===== config.mk =====
export PLATFORM = sky130hd
export DESIGN_NAME = lsu_ram
export DESIGN_NICKNAME = d
export VERILOG_FILES = /design/src/design/lsu_ram.sv
export SDC_FILE = /design/constraint.sdc
export NUM_CORES = 2
export LEC_CHECK = 0
export BUFFER_PORTS_ARGS = -buffer_cell sky130_fd_sc_hd__buf_2
export CORE_MARGIN = 2
export CORE_UTILIZATION = 55
export DETAILED_ROUTE_END_ITERATION = 12
export PLACE_DENSITY = 0.67
export SETUP_SLACK_MARGIN = 0.02
export SKIP_LAST_GASP = 1
export SYNTH_ARGS = -nofsm -noshare
export SYNTH_HDL_FRONTEND = slang
export SYNTH_SLANG_ARGS = --single-unit

===== constraint.sdc =====
create_clock -name clk -period 6.65 [get_ports clk]
set_clock_uncertainty 0.15 [all_clocks]
set_input_delay 0.9975 -clock clk [delete_from_list [all_inputs] [get_ports clk]]
set_output_delay 0.9975 -clock clk [all_outputs]
set_load 0.01 [all_outputs]

===== src/design/lsu_ram.sv =====
// Generic single-port synchronous RAM with a registered read port.
// No dependencies.
module lsu_ram #(
  parameter int WIDTH = 8,
  parameter int DEPTH = 256
) (
  input  logic                     clk,
  input  logic                     we,
  input  logic [$clog2(DEPTH)-1:0] addr,
  input  logic [WIDTH-1:0]         wdata,
  output logic [WIDTH-1:0]         rdata
);

  logic [WIDTH-1:0] mem [DEPTH];

  always_ff @(posedge clk) begin
    if (we) begin
      mem[addr] <= wdata;
    end
    rdata <= mem[addr];
  end

endmodule


# Word level (Yosys, flattened, before mapping)
# Memory sizes are Yosys's and may differ from the RTL's. A register that Yosys moved wholly into a read port is not among the register bits.
# Cells that the tools add are included.
dict set report word_totals {
  n_memories 1
  word_cells 3
  in_bits 18
  out_inout_bits 8
  ram_bits 2048
  reg_bits 0
}
dict set report op_classes {
  muxes 2
}
# memory depth word_bits read_ports rd_clocked_by_memory_dff write_ports line
set memory_table {}
lappend memory_table {mem 256 8 1 1 1 14} ;# logic [WIDTH-1:0] mem [DEPTH];
# op n
set ops {}
lappend ops {{2-to-1 mux 1 bit} 2}

# Depth between registers and ports, before layout
dict set report depth {
  depth_word 2
  ltp_mapped 10
  depth_no_buf 5
}

# Worst setup path after synthesis
# No wires, ideal clock.
dict set report synth_timing {
  path_kind {input to register}
  start {input addr[1]}
  end {memory mem[111][0] (enable)}
  stages 9
  path_slack_ns 3.284
  t_arrival_ns 2.846
  setup_ns 0.370
  n_path_buf 5
  required_ns 6.130
  path_cell_list {buf_2 -> clkbuf_1 -> clkbuf_1 -> nand2_1 -> buf_2 -> nor2_1 -> nand2_1 -> clkbuf_1 -> nor2_1}
}
# item line
set synth_lines {}
lappend synth_lines {{start: declaration} 9} ;# input logic [$clog2(DEPTH)-1:0] addr,
lappend synth_lines {{end: declaration} 14}
# No word-level cell before the write port.

==> metrics <==
input/output buffers=25; Routed WL=183 mm; Critical Path RT=slightly above 7 ns; gr ovfl total=0; cell mode on critical path=buf_4; fin nets=about 3700; Num CTS Buffers=196; crit end category=register; Pwr per Cell Area=302 nW/um2; Post-synth ARST share=0%; cell accounting for the most synthesized area=edfxtp_1; worst skew pair latency=between 0.8 and 0.9 ns; Crit-path slowest cell=o41ai_1; Mapped Cells=~3500; H-tree levels=4; Area contributors post-synth=edfxtp_1 78%, mux4_2 15%, a22oi_1 2.4%; crit path cell chain=buf_8 -> buf_4 -> buf_4 -> mux4_2 -> a22oi_1 -> a21oi_1 -> o41ai_1 -> buf_4 -> nand4_1; Max Cap Viol=0; Resized Gates After CTS=0; Clock Power Share=about two fifths; Hold Vio Cnt, Final=0; top-area cell type share of the netlist area=between 70% and 80%; pre-CTS setup slack=roughly 1.6 ns; Post-CTS Setup Inserts=0; worst-path fanout max=57; core area=142000 um2; commonest cells after routing, fill and taps aside=2048 x edfxtp_1, 512 x mux4_2, 256 x a22oi_1; P_sw=5.48 mW; Leak=approximately 26 nW; Synth cell types=22; Max Clk Rate=about 230 MHz; CTS tree=done; Area Growth Syn to Fin=11.3%; setup ws final=between 2 and 2.5 ns; Slew HR=under 10%; DR top layer=met5; Max VDD drop=approximately 230 uV; Clock Pin Slew Worst Setup and Hold Paths=0.06 ns; Yosys reg bits=between 2000 and 2500; Post-DRT Antenna Nets=0; syn nets=3565; gpl congestion=~0.83; DRT iter0 DRCs=4914; most common library cell in the layout ignoring fill and taps=edfxtp_1; hold-fix buffers at CTS=0; dpl cell area=just over 80000 um2; Net Sw Frac=between 20% and 30%; share of the clock period used by the worst path=~65%; Tmin final=4.30 ns; I/O pins=26; RSZ-0062 raised after global routing=no; Via Count=between 30000 and 40000; Post-Syn Area per Cell=around 22 um2; Root Buffer=clkbuf_16; combinational power share=under 10%; Pint=between 20 and 25 mW; WL met3=roughly 18 mm; WL met2=just under 90 mm; Die Area=around 150000 um2; Die W=around 380 um; measured slew at the worst slew-check pin=approximately 1.3 ns; Slew Limit Fails=0; sequential share of power=a little over half; post-layout instance area=87400 um2; post-DR wirelength/cell=between 30 and 40 um; largest net degree at the start of global routing=210; dominant synthesized flop cell=edfxtp_1; # rows=between 100 and 150; Setup TNS=0 ns; hpwl dp=between 100 and 150 mm; Post-synth EDFFs=between 2000 and 2500; vias in the first global route=~38000; largest buffer count on any clock path=3; initial core utilization=about 55%; gr usage total=between 20% and 30%; sequential cell area fraction in the yosys report=approximately 79%; Vias/cell=6.54; initial antenna violation count=9; M1 WL=70.8 mm; first-pass detailed-route iteration total=8; run status=finished clean; share of cells above drive strength 1=between 20% and 30%; Data arrival, critical path=between 4 and 5 ns; Ys Warns=0; CP max stage delay=between 1 and 1.5 ns; drt drc=0; Die Y=382 um; # diodes=0; Crit Path Category=primary input to register; clk sink count=about 2100; first-pass GRT wire length=roughly 260 mm; Startpoint Class=primary input; Post-Syn Area=about 78000 um2; final setup vio count=0; Hold WC Path Type=primary input to register
[final cells by class]
type                       count  area, um2
inverter                       1       3.75
timing repair buffer         130       1200
sequential                  2056      61700
clock buffer                 259       5300
multi-input combinational   1258      15900
clock inverter               103        957
fill                        9456      54200
tap                         1890       2360
[worst paths after layout]
check                    from         to  slack [ns]  cells after the start
setup / recovery      addr[0]   rdata[4]        2.35                      9
hold / removal       wdata[4]  mem[5][4]        0.54                      1
setup reg to reg  mem[126][4]   rdata[4]        3.49                      6
hold reg to reg    mem[27][4]   rdata[4]        0.84                      5
[stage by stage]
stage	hold slack (ns)	instances	power [mW]	utilization (%)
global route	0.517	5697	27.1	61.7
detailed placement	0.801	5335	15.8	57.3
CTS	0.498	5697	26.5	61.7
finish	0.539	5697	26.4	61.7
floorplan	0.669	3547	15.2	-
global placement	0.792	5332	15.7	57.2
[cells by family after synthesis]
| kind of cell | count (synthesis) | synth area share (%) |
|---|---|---|
| AOI/OAI and AO/OA | 416 | 3.62 |
| and+or+nand+nor | 330 | 1.73 |
| DFF | 2056 | 78.6 |
| muxes | 512 | 14.7 |
| buffers and inverters | 233 | 1.40 |
[metal layers]
layer  up-vias  global-route usage [%]
met5         -                       0
met4        10                    8.79
met3       319                    6.06
met2      1966                    39.5
met1     19718                    35.5
li1      15270                       -
[power by group through the flow]
stage               clock (mW)  combinational [mW]  sequential (mW)
detailed placement           0                1.18             14.6
global placement             0                1.15             14.6
CTS                       11.0                1.18             14.3
global route              11.5                1.24             14.3
floorplan                    0               0.635             14.6
finish                    10.9                1.17             14.3
[worst max-delay path: cells and delay by family]
kind	cells	cell delay (ns)
simple gates	1	0.08
mux	1	0.58
compound gates	3	1.55
buf+inv	4	1.54
[Yosys cell counts (all sizes together) (13+ instances only)]
master / number
clkbuf: 145
nand2: 28
nor2: 232
o41ai: 32
buf: 87
a22oi: 256
nand3: 13
mux4: 512
nor3: 30
a21oi: 128
edfxtp: 2048
[registers in the layout, indices dropped and copies added, names as in the netlist]
name,flops
mem,2048
rdata,8
Note: power is estimated with default switching activity, not from simulation.
